<file path="src/rtl/core/assert_macros.svh">
// ----------------------------------------------------------------------------
// Assertion macros
// Shared concurrent assertion forms, clocked on clk and disabled in reset.
// ----------------------------------------------------------------------------
`ifndef ASSERT_MACROS_SVH
`define ASSERT_MACROS_SVH

// Condition that must hold at every clock edge out of reset.
`define ASSERT_ALWAYS(lbl, cond, msg) \
  lbl: assert property (@(posedge clk) disable iff (rst) (cond)) else $error(msg);

// Antecedent this cycle implies consequent on the same edge.
`define ASSERT_IMPLY(lbl, ante, cons, msg) \
  lbl: assert property (@(posedge clk) disable iff (rst) (ante) |-> (cons)) else $error(msg);

// Antecedent this cycle implies consequent on the next edge.
`define ASSERT_NEXT(lbl, ante, cons, msg) \
  lbl: assert property (@(posedge clk) disable iff (rst) (ante) |=> (cons)) else $error(msg);

`endif

</file>
<file path="src/rtl/core/kvs_pkg.sv">
// ----------------------------------------------------------------------------
// kvs_pkg
// Shared types and constants for the keyframe vector sampler.
// ----------------------------------------------------------------------------
`default_nettype none

package kvs_pkg;

  localparam int MAX_KEYS_DEF = 64;
  localparam int DATA_W       = 32;
  localparam int IDX_W        = 6;
  localparam int CNT_W        = 7;
  localparam int FRAC_W       = 16;
  localparam int QUO_W        = FRAC_W + 1;        // frac spans 0 .. 1.0
  localparam int STEP_W       = $clog2(QUO_W + 1);

  localparam logic OP_LOAD   = 1'b0;
  localparam logic OP_SAMPLE = 1'b1;

  typedef struct packed {
    logic [DATA_W-1:0]        t;
    logic signed [DATA_W-1:0] x;
    logic signed [DATA_W-1:0] y;
    logic signed [DATA_W-1:0] z;
  } key_entry_t;

  typedef struct packed {
    logic start;
  } div_ctl_t;

  typedef struct packed {
    logic busy;
    logic done;
  } div_sts_t;

endpackage

`default_nettype wire

</file>
<file path="src/rtl/core/kvs_div.sv">
// ----------------------------------------------------------------------------
// kvs_div
// Restoring divider for the segment fraction: (diff << 16) / den, one
// quotient bit per cycle. Caller guarantees diff <= den and den != 0.
// ----------------------------------------------------------------------------
`default_nettype none

module kvs_div (
  input  wire                                clk,
  input  wire                                rst,
  input  wire kvs_pkg::div_ctl_t             ctl,
  input  wire [kvs_pkg::DATA_W-1:0]          diff,
  input  wire [kvs_pkg::DATA_W-1:0]          den,
  output kvs_pkg::div_sts_t                  sts,
  output logic [kvs_pkg::QUO_W-1:0]          quo
);

  logic [kvs_pkg::DATA_W-1:0] rem;
  logic [kvs_pkg::DATA_W-1:0] den_q;
  logic [kvs_pkg::QUO_W-1:0]  dbits;     // remaining dividend bits, MSB first
  logic [kvs_pkg::STEP_W-1:0] steps;
  logic                       busy;
  logic                       done;

  logic [kvs_pkg::DATA_W:0]   trial;
  logic [kvs_pkg::DATA_W:0]   trial_sub;
  logic                       ge;

  // Quotient < 2^17 so the top bits of the dividend start below den.
  assign trial     = {rem, dbits[kvs_pkg::QUO_W-1]};
  assign trial_sub = trial - {1'b0, den_q};
  assign ge        = (trial >= {1'b0, den_q});

  always_ff @(posedge clk) begin
    if (rst) begin
      busy  <= 1'b0;
      done  <= 1'b0;
      steps <= '0;
    end else begin
      done <= 1'b0;
      if (ctl.start) begin
        busy  <= 1'b1;
        steps <= kvs_pkg::STEP_W'(kvs_pkg::QUO_W);
      end else if (busy) begin
        steps <= steps - 1'b1;
        if (steps == kvs_pkg::STEP_W'(1)) begin
          busy <= 1'b0;
          done <= 1'b1;
        end
      end
    end
  end

  always_ff @(posedge clk) begin
    if (ctl.start) begin
      rem   <= {1'b0, diff[kvs_pkg::DATA_W-1:1]};
      dbits <= {diff[0], {kvs_pkg::FRAC_W{1'b0}}};
      den_q <= den;
      quo   <= '0;
    end else if (busy) begin
      rem   <= ge ? trial_sub[kvs_pkg::DATA_W-1:0] : trial[kvs_pkg::DATA_W-1:0];
      dbits <= {dbits[kvs_pkg::QUO_W-2:0], 1'b0};
      quo   <= {quo[kvs_pkg::QUO_W-2:0], ge};
    end
  end

  assign sts.busy = busy;
  assign sts.done = done;

endmodule

`default_nettype wire
</file>
<file path="config.mk">
export PLATFORM = sky130hd
export DESIGN_NAME = kvs_div
export DESIGN_NICKNAME = d
export VERILOG_FILES = /design/src/rtl/core/assert_macros.svh /design/src/rtl/core/kvs_pkg.sv /design/src/rtl/core/kvs_div.sv
export SDC_FILE = /design/constraint.sdc
export NUM_CORES = 1
export LEC_CHECK = 0
export ABC_AREA = 1
export BUFFER_PORTS_ARGS = -buffer_cell sky130_fd_sc_hd__buf_2
export CORE_MARGIN = 1.5
export CORE_UTILIZATION = 45
export DETAILED_ROUTE_END_ITERATION = 6
export GPL_ROUTABILITY_DRIVEN = 0
export PLACE_DENSITY_LB_ADDON = 0.3
export SYNTH_ARGS = -nofsm -noshare
export SYNTH_HDL_FRONTEND = slang
export SYNTH_SLANG_ARGS = --single-unit
</file>
<file path="constraint.sdc">
create_clock -name clk -period 7.15 [get_ports clk]
set_input_delay 2.145 -clock clk [delete_from_list [all_inputs] [get_ports clk]]
set_output_delay 2.145 -clock clk [all_outputs]
set_load 0.01 [all_outputs]
</file>
---- After elaboration in Yosys (flattened, before gate mapping) ----
Cells that the tools add are included.
word-level totals
  input port bits ......................... 67
  flip-flop bits (word level) ............. 89
  word-level logic and storage cells ...... 28
  output and inout port bits .............. 19
operators by class
  equal/unequal tests ..................... 1
  reduce and logical (&&, ||, !) cells .... 3
  add/subtract/negate cells ............... 2
  muxes and demuxes ....................... 11
  bitwise operators ....................... 1
  order comparisons ....................... 1
operators with widths
  operator                                          count
  two-way mux 31 bit                                2
  two-way mux 17 bit                                2
  greater-or-equal comparator 33 x 32 -> 1 bit      1
  two-way mux 32 bit                                1
  subtractor 32 bit                                 1
  two-way mux 5 bit                                 2
  == test 5 x 1 -> 1 bit, second input constant     1
  subtractor 5 x 1 -> 5 bit, second input constant  1
  two-way mux 1 bit                                 4
  OR reduction 3 bit                                1
  nonzero test 2 bit                                1
  OR reduction 2 bit                                1
  inverter 1 bit                                    1

---- Depth between registers and ports, before layout ----
Gate-level depths: netlist (run 1).
  depth after elaboration ................. 4
  depth in mapped cells ................... 16
  mapped depth without buffers ............ 16

---- Worst setup path before layout (run 1) ----
No wires, ideal clock.
  kind .................................... input-to-reg
  from .................................... input port ctl
  to ...................................... register dbits[16] (netlist name), enable pin
  path buffers ............................ 2
  setup time .............................. 0.409 ns
  arrival ................................. 3.712 ns
  setup slack ............................. 3.029 ns
  data required time ...................... 6.741 ns
  stages on the path ...................... 4
  path through ............................ clkbuf_1 nor2_1 clkinv_1 buf_1
on the way
  longest elaborated chain between the ends .. 1
RTL lines
  item                                 line           text
  start, declared                      kvs_div.sv:11  input wire kvs_pkg::div_ctl_t ctl,
  nonzero test 2 bit (no source line)  -
  end signal, assigned                 kvs_div.sv:57  dbits <= {diff[0], {kvs_pkg::FRAC_W{1'b0}}};
  end signal, assigned                 kvs_div.sv:62  dbits <= {dbits[kvs_pkg::QUO_W-2:0], 1'b0};
  end, declared                        kvs_div.sv:20  logic [kvs_pkg::QUO_W-1:0] dbits;
Every way passes these cells.
A chain may end at the register's enable or synchronous reset.

---- Worst setup path after layout (run 1) ----
  from .................................... input port ctl
  to ...................................... register rem[18] (netlist name), enable pin
on the way
  longest elaborated chain between the ends .. 1
RTL lines
  item                                 line           text
  nonzero test 2 bit (no source line)  -
  end signal, assigned                 kvs_div.sv:56  rem <= {1'b0, diff[kvs_pkg::DATA_W-1:1]};
  end signal, assigned                 kvs_div.sv:61  rem <= ge ? trial_sub[kvs_pkg::DATA_W-1:0] : trial[kvs_pkg::DATA_W-1:0];
  end, declared                        kvs_div.sv:18  logic [kvs_pkg::DATA_W-1:0] rem;
Every way passes these cells.

==> metrics.yaml, run 1 <==
floorplan:
  coreArea_um2: 14000
  ios: 86
  start_util_pct: 46.7
  rows: 43
  die_h_um: 124
  die_w_um: 124
  fp.dieArea_um2: 15300
synth:
  synth_top_cell_area_share_pct: 29.3
  synthTopCellsByArea: "edfxtp_1 29%, nand2_1 18%, inv_1 9.2%, dfxtp_1 7.6%, ha_1 6.5%"
  ys_top_cells_by_count: "306 x nand2_1, 161 x inv_1, 64 x edfxtp_1"
  synth_top_cell_by_area: "edfxtp_1"
  synth.distinct_cells: 42
  synth_area_per_cell_um2: 7.38
  yosysWarnings: 0
  synth_fp_nets: 991
  synth.most_common_cell: "nand2_1"
  netlist_area_um2: 6560
  ys_seq_area_share_pct: 36.9
  synthCells: 889
  synth_edf_count: 64
  async_flop_share_pct: 0
  yosys_most_used_dff: "edfxtp_1"
  ys_seq_elements: 89
clock_tree:
  root_buffer: "clkbuf_16"
  clkTransAtPathRegs_ps: 70
  cts_sinks: 89
  ctsHtreeMaxLevel: 3
  cts_tree: "done"
  numCtsBuffers: 9
  clock_latency_ps: 370
  cts_setup_buffers: 0
  cts_hold_buf: 0
  cts_resized: 0
  cts_buffer_depth: 2
timing:
  fin_tns_setup_ps: 0
  rsz0062_at_grt: "false"
  setup_violations: 0
  slew_headroom_pct: 49.2
  fin_crit_ps: 3570
  slew_viol_final: 0
  hold_ws_ps: 478
  worst_pin_slew_ps: 757
  finalHoldViolations: 0
  fmax_ghz: 0.280
  period_share_pct: 50.0
  finClkSkew_ps: 20.8
finish:
  syn_to_final_growth_pct: 12.2
  insertedDiodeCount: 0
  fin_util_pct: 52.4
  layout-drive-gt1-share_pct: 18.8
  layout.nets: 1070
critical_path:
  start_kind: "primary input"
  crit_arrival_ps: 3650
  path_max_fanout: 28
  reg2reg_slack_ps: 4420
  cp.required_ps: 7220
  cp-end-kind: "flip-flop"
  critical_path_class: "in2reg"
grt:
  grt_pass1_wl_mm: 24.7
  antenna_found_initial: 0
  grt_pass1_vias: 5209
  grt_max_degree: 67
  overflow: 0
  grt_use_total_pct: 20.8
drt:
  routed_wl_mm: 14.6
  firstDrtPassIters: 4
  vias: 5515
  avgViaCountPerCell: 4.78
  wl_per_cell_um: 12.7
  first_iter_violations: 310
  ant_nets: 0
  drc: 0
power_and_ir_drop:
  vdd_drop_max_v: 0.000133
  leakagePower_nw: 3.81
  p_per_area_nw_per_um2: 288
placed_design:
  io_buffers: 85
  dp.final_hpwl_mm: 11.0
hold_path:
  hold_path_class: "reg2reg"
run:
  max_cap_viol_count: 0
outcome:
  status: "complete, no violations"
-- metal layers --
layer	part of all wire [%]	GRT usage [%]	routed length [um]
met1	48	28.4	7050
met2	44	32.8	6410
met3	6.5	4.90	947
met4	1.6	6.61	237
met5	0	0	0
-- metrics by stage --
stage	cell area [um2]	std cells	total power, mW	setup slack [ps]
2_1_floorplan	6560	889	1.48	3030
3_3_place_gp	7060	1137	1.63	3210
3_5_place_dp	7060	1137	1.64	3110
4_1_cts	7360	1153	2.13	3490
5_1_grt	7360	1153	2.29	3390
6_report	7360	1153	2.12	3580
-- layout by cell type, fill, tap and decap left out, types with 3 or more instances in the layout --
cell type  synthesis  final
clkbuf_16          0     10
nand3_2           21     21
dfxtp_1           25     25
xnor2_1           14     14
a21oi_1           18     18
edfxtp_1          64     64
inv_1            161    161
inv_2              6      6
nor2_4             3      3
o21ai_0            5      5
nand2_1          306    306
nand3_1           36     36
buf_2              3     85
ha_1              34     34
nor2_2             6      6
and2_1             3      3
nor3_1             7      7
clkinv_1           3      3
nor2_1            45     45
o22ai_1           15     15
nand2_2           36     36
buf_4              3      3
nand3b_1          41     41
-- logic make-up after synthesis --
group	Yosys count	share of synthesized area (%)
compound gates	45	3.95
fa+ha+maj	35	6.79
buf+inv	190	12.4
flops	89	36.9
simple gates	515	37.9
xor+xnor	15	2.00
-- layout make-up --
type / count / area (um2)
Inverter: 170 / 638
Clock inverter: 6 / 55.1
Timing Repair Buffer: 88 / 448
Clock buffer: 10 / 250
Sequential cell: 89 / 2420
Multi-Input combinational cell: 610 / 3320
Fill cell: 1387 / 6680
Tap cell: 180 / 225
-- worst max-delay path, cell delays in order --
cell,delay [ps]
buf_2,130
nor2_1,180
clkinv_1,640
buf_4,500
-- sequential cells by signal (all words and copies together), names as in the netlist --
| name | cells |
|---|---|
| dbits | 1 |
| done | 1 |
| busy | 1 |
| den_q | 32 |
| quo | 17 |
| rem | 32 |
| steps | 5 |
-- report_power, final --
part / internal [mW] / total (mW) / switching [mW] / leakage, nW
Sequential: 0.636 / 0.668 / 0.0327 / 0.841
Clock: 0.264 / 0.488 / 0.223 / 0.145
Combinational: 0.350 / 0.962 / 0.612 / 2.82
Total: 1.25 / 2.12 / 0.869 / 3.81
-- path summary, 6_finish.rpt --
path / startpoint / to / cells after the start
max: ctl / rem[18] / 4
min: steps[4] / steps[4] / 2
max reg2reg: rem[15] / rem[27] / 14
min reg2reg: steps[4] / steps[4] / 2
Note: power is estimated with default switching activity, not from simulation.
==> inputs of run 2 (changes only) <==
clock period = 3.63 ns   (was 7.15 ns; I/O delays follow)
==> run 2 against run 1 <==
Compared with the run above: setup slack lost 2700 ps; die area unchanged; clock-buffer cell count shrank 1; combinational power is 98% higher; sequential power grew 96%; critical endpoint is now rem[30]; utilization about the same; final cell count up 0.17%; via count is 1.1% lower; non-clock buffer count increased by 2; global-route usage grew 0.32 points; clock power increased by 94%.
==> metrics.yaml, run 2 (synthesis gave the netlist of run 1 again) <==
power_and_ir_drop:
  p_comb_share_pct: 45.7  # +0.3 points
  swShare_pct: 41.7  # +0.69 points
  p_per_area_nw_per_um2: 565  # +96%
  vdd_drop_max_v: 0.000279  # +110%
  leakagePower_nw: 3.82  # +0.32%
  power.switching_mw: 1.74  # +100%
  clockPowerShare_pct: 22.7  # -0.3 points
  p_int_mw: 2.43  # +94%
  p_seq_share_pct: 31.6  # about the same
drt:
  ant_nets: 0  # unchanged
  routed_wl_mm: 14.8  # +1.0%
  firstDrtPassIters: 5  # +1
  first_iter_violations: 331  # +6.8%
  avgViaCountPerCell: 4.72  # -1.2%
  wl_per_cell_um: 12.8  # +0.87%
  drc: 0  # unchanged
  vias: 5457  # -1.1%
floorplan:
  ios: 86  # unchanged
  die_h_um: 124  # unchanged
  fp.dieArea_um2: 15300  # unchanged
  coreArea_um2: 14000  # unchanged
  rows: 43  # unchanged
  die_w_um: 124  # unchanged
  start_util_pct: 46.7  # unchanged
clock_tree:
  numCtsBuffers: 9  # unchanged
  cts_resized: 0  # unchanged
  ctsHtreeMaxLevel: 3  # unchanged
  cts_tree: "done"
  cts_buffer_depth: 2  # unchanged
  cts_sinks: 89  # unchanged
  cts_hold_buf: 0  # unchanged
  clock_latency_ps: 370  # about the same
  cts_setup_buffers: 0  # unchanged
  root_buffer: "clkbuf_16"
  clkTransAtPathRegs_ps: 70  # about the same
critical_path:
  reg2reg_slack_ps: 890  # -3530 ps
  path_max_fanout: 33  # +18%
  start_kind: "flip-flop"
  crit_chain: "ha_1, nand2_2, nor2_4, nand3_2, nand3_2, nand2_4, nand2_4, nand3_4, nand2_8, nand2_1, nand3_1, nand2_1"
  critical_path_class: "reg2reg"
  reg2reg_depth: 12  # -2
  max_stage_delay_ps: 450  # -190 ps
  crit_family: "simple AND/OR/NAND/NOR gates"
  crit_arrival_ps: 2860  # -790 ps
  worstReg2RegStart: "rem[7]"
  critPathBufInv: 0  # -3
  r2r-end: "rem[30]"
  cp.required_ps: 3750  # -3470 ps
  cpMaxStageDelayCell: "nand2_8"
  cp-end-kind: "flip-flop"
finish:
  layout.nets: 1072  # +0.19%
  insertedDiodeCount: 0  # unchanged
  seq_area_um2: 2420  # unchanged
  largest_registers: "den_q: 32 flops, rem: 32 flops, quo: 17 flops"
  num-fill-cells: 1415  # +2.0%
  final_cell_mix: "306 x nand2_1, 161 x inv_1, 85 x buf_2"
  layout-drive-gt1-share_pct: 19.0  # +0.17 points
  multi_input_comb_area_um2: 3320  # unchanged
  final_common_cell: "nand2_1"
  syn_to_final_growth_pct: 12.3  # about the same
  finalNonFillerCells: 1155  # +0.17%
timing:
  worst_pin_slew_ps: 548  # -209 ps
  fmax_ghz: 0.365
  slew_viol_final: 0  # unchanged
  rsz0062_at_grt: "false"
  finalHoldViolations: 0  # unchanged
  fin_crit_ps: 2740
  period_share_pct: 75.4
  setup_violations: 0  # unchanged
  slew_headroom_pct: 63.4  # +14 points
  finClkSkew_ps: 13.0  # -7.78 ps
  postLayoutSetupSlackWorst_ps: 894  # -2680 ps
  fin_tns_setup_ps: 0  # unchanged
hold_path:
  hold_path_class: "reg2reg"
  min_to: "quo[16]"
  hold_depth: 2  # unchanged
  min_from: "quo[16]"
placed_design:
  dp.cells: 1139  # +0.18%
  io_buffers: 85  # unchanged
  place_ws_ps: 885  # -2230 ps
  dp.final_hpwl_mm: 11.3  # +2.4%
run:
  max_cap_viol_count: 0  # unchanged
grt:
  overflow: 0  # unchanged
  antenna_found_initial: 0  # unchanged
  grt_pass1_wl_mm: 25.0  # +1.2%
  grt_use_total_pct: 21.2  # +0.32 points
  grt_max_degree: 35  # -48%
  grt_pass1_vias: 5326  # +2.2%
outcome:
  status: "complete, no violations"
[run 2: layout make-up]
| cell class | instances | share of cell area [%] |
|---|---|---|
| clock inverter | 7 | 0.968 |
| sequential | 89 | 32.9 |
| tap | 180 | 3.06 |
| clock buffer | 9 | 3.06 |
| timing repair buffer | 90 | 6.28 |
| inverter | 170 | 8.66 |
| multi-input combinational | 610 | 45.1 |
[run 2: layer usage]
metal | vias to the layer above | track usage, % | part of all wire [%]
li1 | 2935 | - | -
met2 | 123 | 34.2 | 44
met4 | 0 | 6.82 | 1.8
met1 | 2382 | 27.4 | 48
met3 | 17 | 5.95 | 5.8
met5 | - | 0 | 0
[run 2: tightest hold or removal path: stages (launching register included)]
cell and delay, ps:
dfxtp_1 330, nand2_1 50, o21ai_0 60
[run 2: worst max path at each step]
stage,to,startpoint,slack (ps),cells after the start
4_1_cts,rem[30],rem[7],870,14
5_1_grt,rem[30],rem[11],650,14
3_3_place_gp,rem[24],rem[7],960,14
6_report,rem[30],rem[7],890,12
2_1_floorplan,dbits[16],ctl,570,4
3_5_place_dp,rem[30],rem[7],890,14
[run 2: power groups by stage]
stage	registers, mW	clock network, mW	logic, mW
6_report	1.31	0.947	1.90
4_1_cts	1.31	0.971	1.91
5_1_grt	1.33	1.01	2.16
3_3_place_gp	1.33	0	1.88
3_5_place_dp	1.33	0	1.90
2_1_floorplan	1.32	0	1.60
[run 2: stage by stage]
step	total power, mW	utilization (%)	cell area (um2)	hold slack (ps)
global placement	3.21	50.4	7070	438
global route	4.51	52.5	7370	482
floorplan	2.92	-	6560	442
CTS	4.20	52.5	7370	466
detailed placement	3.23	50.4	7070	449
finish	4.16	52.5	7370	464
==> inputs of run 3 (changes only) <==
clock period = 2.65 ns   (was 3.63 ns; I/O delays follow)
==> run 3 against run 2 <==
Compared with the run above: clock-buffer cell count unchanged; sequential cell count is the same; via count increased by 0.70%; sequential power increased by 37%; sequential share of layout area fell by 0.11 points; register-to-register slack worse by 710 ps; first-iteration DRC count fell by 13%; design area up 0.32%; setup slack worse by 710 ps; maximum frequency is 11% higher; die area is the same; utilization up 0.17 points; critical endpoint unchanged; largest power group unchanged; highest routed layer unchanged.
==> metrics.yaml, run 3 (synthesis gave the netlist of run 1 again) <==
outcome:
  status: "complete, no violations"
timing:
  hold_ws_ps: 465  # +0.207 ps
  fin_crit_ps: 2460  # -274 ps
  finClkSkew_ps: 7.07  # -5.91 ps
  slew_viol_final: 0  # unchanged
  worst_pin_slew_ps: 495  # -53.3 ps
  rsz0062_at_grt: "false"
  slew_headroom_pct: 67.0  # +3.6 points
  fin_tns_setup_ps: 0  # unchanged
  finalHoldViolations: 0  # unchanged
  postLayoutSetupSlackWorst_ps: 188  # -706 ps
  fmax_ghz: 0.406  # +11%
  period_share_pct: 92.9  # +18 points
  setup_violations: 0  # unchanged
floorplan:
  ios: 86  # unchanged
  coreArea_um2: 14000  # unchanged
  start_util_pct: 46.7  # unchanged
  die_w_um: 124  # unchanged
  fp.dieArea_um2: 15300  # unchanged
  rows: 43  # unchanged
  die_h_um: 124  # unchanged
finish:
  postLayoutCellArea_um2: 7390  # +0.32%
  finalNonFillerCells: 1160  # +0.43%
  fin_util_pct: 52.7  # +0.17 points
  insertedDiodeCount: 0  # unchanged
  largest_registers: "den_q: 32 flops, rem: 32 flops, quo: 17 flops"
  final_cell_mix: "306 x nand2_1, 161 x inv_1, 85 x buf_2"
  layout.nets: 1077  # +0.47%
  num-fill-cells: 1356  # -4.2%
  syn_to_final_growth_pct: 12.7
  final_common_cell: "nand2_1"
  layout-drive-gt1-share_pct: 19.5  # +0.52 points
power_and_ir_drop:
  leakagePower_nw: 3.84  # +0.51%
  p_int_mw: 3.33  # +37%
  vdd_drop_max_v: 0.000352  # +26%
  clockPowerShare_pct: 21.2  # -1.5 points
  swShare_pct: 41.5  # -0.20 points
  power.switching_mw: 2.36  # +36%
  finalPower_mw: 5.69  # +37%
  p_per_area_nw_per_um2: 770  # +36%
  p_comb_share_pct: 47.1  # +1.4 points
  p_seq_share_pct: 31.7  # about the same
clock_tree:
  cts_buffer_depth: 2  # unchanged
  cts_setup_buffers: 0  # unchanged
  numCtsBuffers: 9  # unchanged
  cts_hold_buf: 0  # unchanged
  cts_sinks: 89  # unchanged
  clkTransAtPathRegs_ps: 70  # about the same
  ctsHtreeMaxLevel: 3  # unchanged
  root_buffer: "clkbuf_16"
  cts_tree: "done"
  clock_latency_ps: 350  # -20 ps
hold_path:
  hold_path_class: "reg2reg"
drt:
  wl_per_cell_um: 13.0  # +1.6%
  drc: 0  # unchanged
  firstDrtPassIters: 5  # unchanged
  first_iter_violations: 287  # -13%
  routed_wl_mm: 15.1  # +2.1%
  ant_nets: 0  # unchanged
  vias: 5495  # +0.70%
  avgViaCountPerCell: 4.74  # +0.26%
critical_path:
  crit_chain: "ha_1, nand2_1, nor2_1, nand2_1, nor2_1, and3_4, nor2_8, nand2_8, nand2_1, nand3_1, nand2_1"
  cp_common_cell: "nand2_1"
  critical_path_class: "reg2reg"
  crit_arrival_ps: 2570  # -290 ps
  path_max_fanout: 33  # unchanged
  cp.required_ps: 2760  # -990 ps
  start_kind: "flip-flop"
  max_stage_delay_ps: 410  # -40 ps
  cp-end-kind: "flip-flop"
  cpMaxStageDelayCell: "edfxtp_1"
placed_design:
  dp.cells: 1144  # +0.44%
  dp.final_hpwl_mm: 11.7  # +3.8%
  place_ws_ps: 148  # -737 ps
  io_buffers: 85  # unchanged
  place_area_um2: 7110  # +0.53%
grt:
  grt_pass1_wl_mm: 25.2  # +0.44%
  antenna_found_initial: 0  # unchanged
  grt_pass1_vias: 5299  # -0.51%
  met2_usage_pct: 33.1  # -1.0 points
  met1_usage_pct: 29.3  # +1.9 points
  use_met3_pct: 4.90  # -1.1 points
  grt.busiest_layer: "met2"
  grt_use_total_pct: 21.3  # +0.16 points
  grt_max_degree: 34  # -2.9%
  overflow: 0  # unchanged
run:
  max_cap_viol_count: 0  # unchanged
run 3: cell types whose count changed in the layout (fill, tap and decap cells not counted):
cell      delta
a21oi_1      -1
a21oi_2      +1
buf_4        +4
buf_6        +1
clkinv_2     +3
clkinv_4     -1
clkinv_8     -1
inv_4        -1
inv_6        +2
inv_8        -2
run 3: path summary, 6_finish.rpt:
path	depth (start not counted)	slack, ps	to	from
hold / removal	2	460	quo[16]	quo[16]
setup reg to reg	11	190	rem[30]	rem[23]
hold reg to reg	2	460	quo[16]	quo[16]
setup / recovery	11	190	rem[30]	rem[23]
run 3: cell type report:
type                            count  area (um2)  area share [%]
Multi-Input combinational cell    610        3330            45.0
Inverter                          170         638            8.63
Timing Repair Buffer               95         504            6.82
Clock buffer                        9         225            3.05
Tap cell                          180         225            3.05
Sequential cell                    89        2420            32.8
Clock inverter                      7        50.0           0.677
run 3: power groups by stage:
| stage | Sequential (mW) | Clock [mW] | Combinational, mW |
|---|---|---|---|
| 2_1_floorplan | 1.80 | 0 | 2.20 |
| 3_3_place_gp | 1.83 | 0 | 2.64 |
| 3_5_place_dp | 1.83 | 0 | 2.66 |
| 4_1_cts | 1.80 | 1.25 | 2.68 |
| 5_1_grt | 1.82 | 1.30 | 3.03 |
| 6_report | 1.80 | 1.21 | 2.68 |
run 3: per-layer routing:
metal  wire (um)  part of all wire (%)  vias up
met1        7420                    49     2372
met4         305                   2.0        0
met5           0                     0        -
li1            -                     -     2956
met2        6410                    42      147
met3         961                   6.4       20
run 3: repair_timing:
item | CTS | global route
endpoints found under the setup margin | 0 | 20
resized for setup | 0 | 2
endpoints found under the hold margin | 0 | 0
run 3: critical path: cells and delay by family (launching register included):
family,cells,cell delay (ps)
AND/OR/NAND/NOR,10,1380
flip-flops,1,410
adder cells (fa/ha/maj),1,400
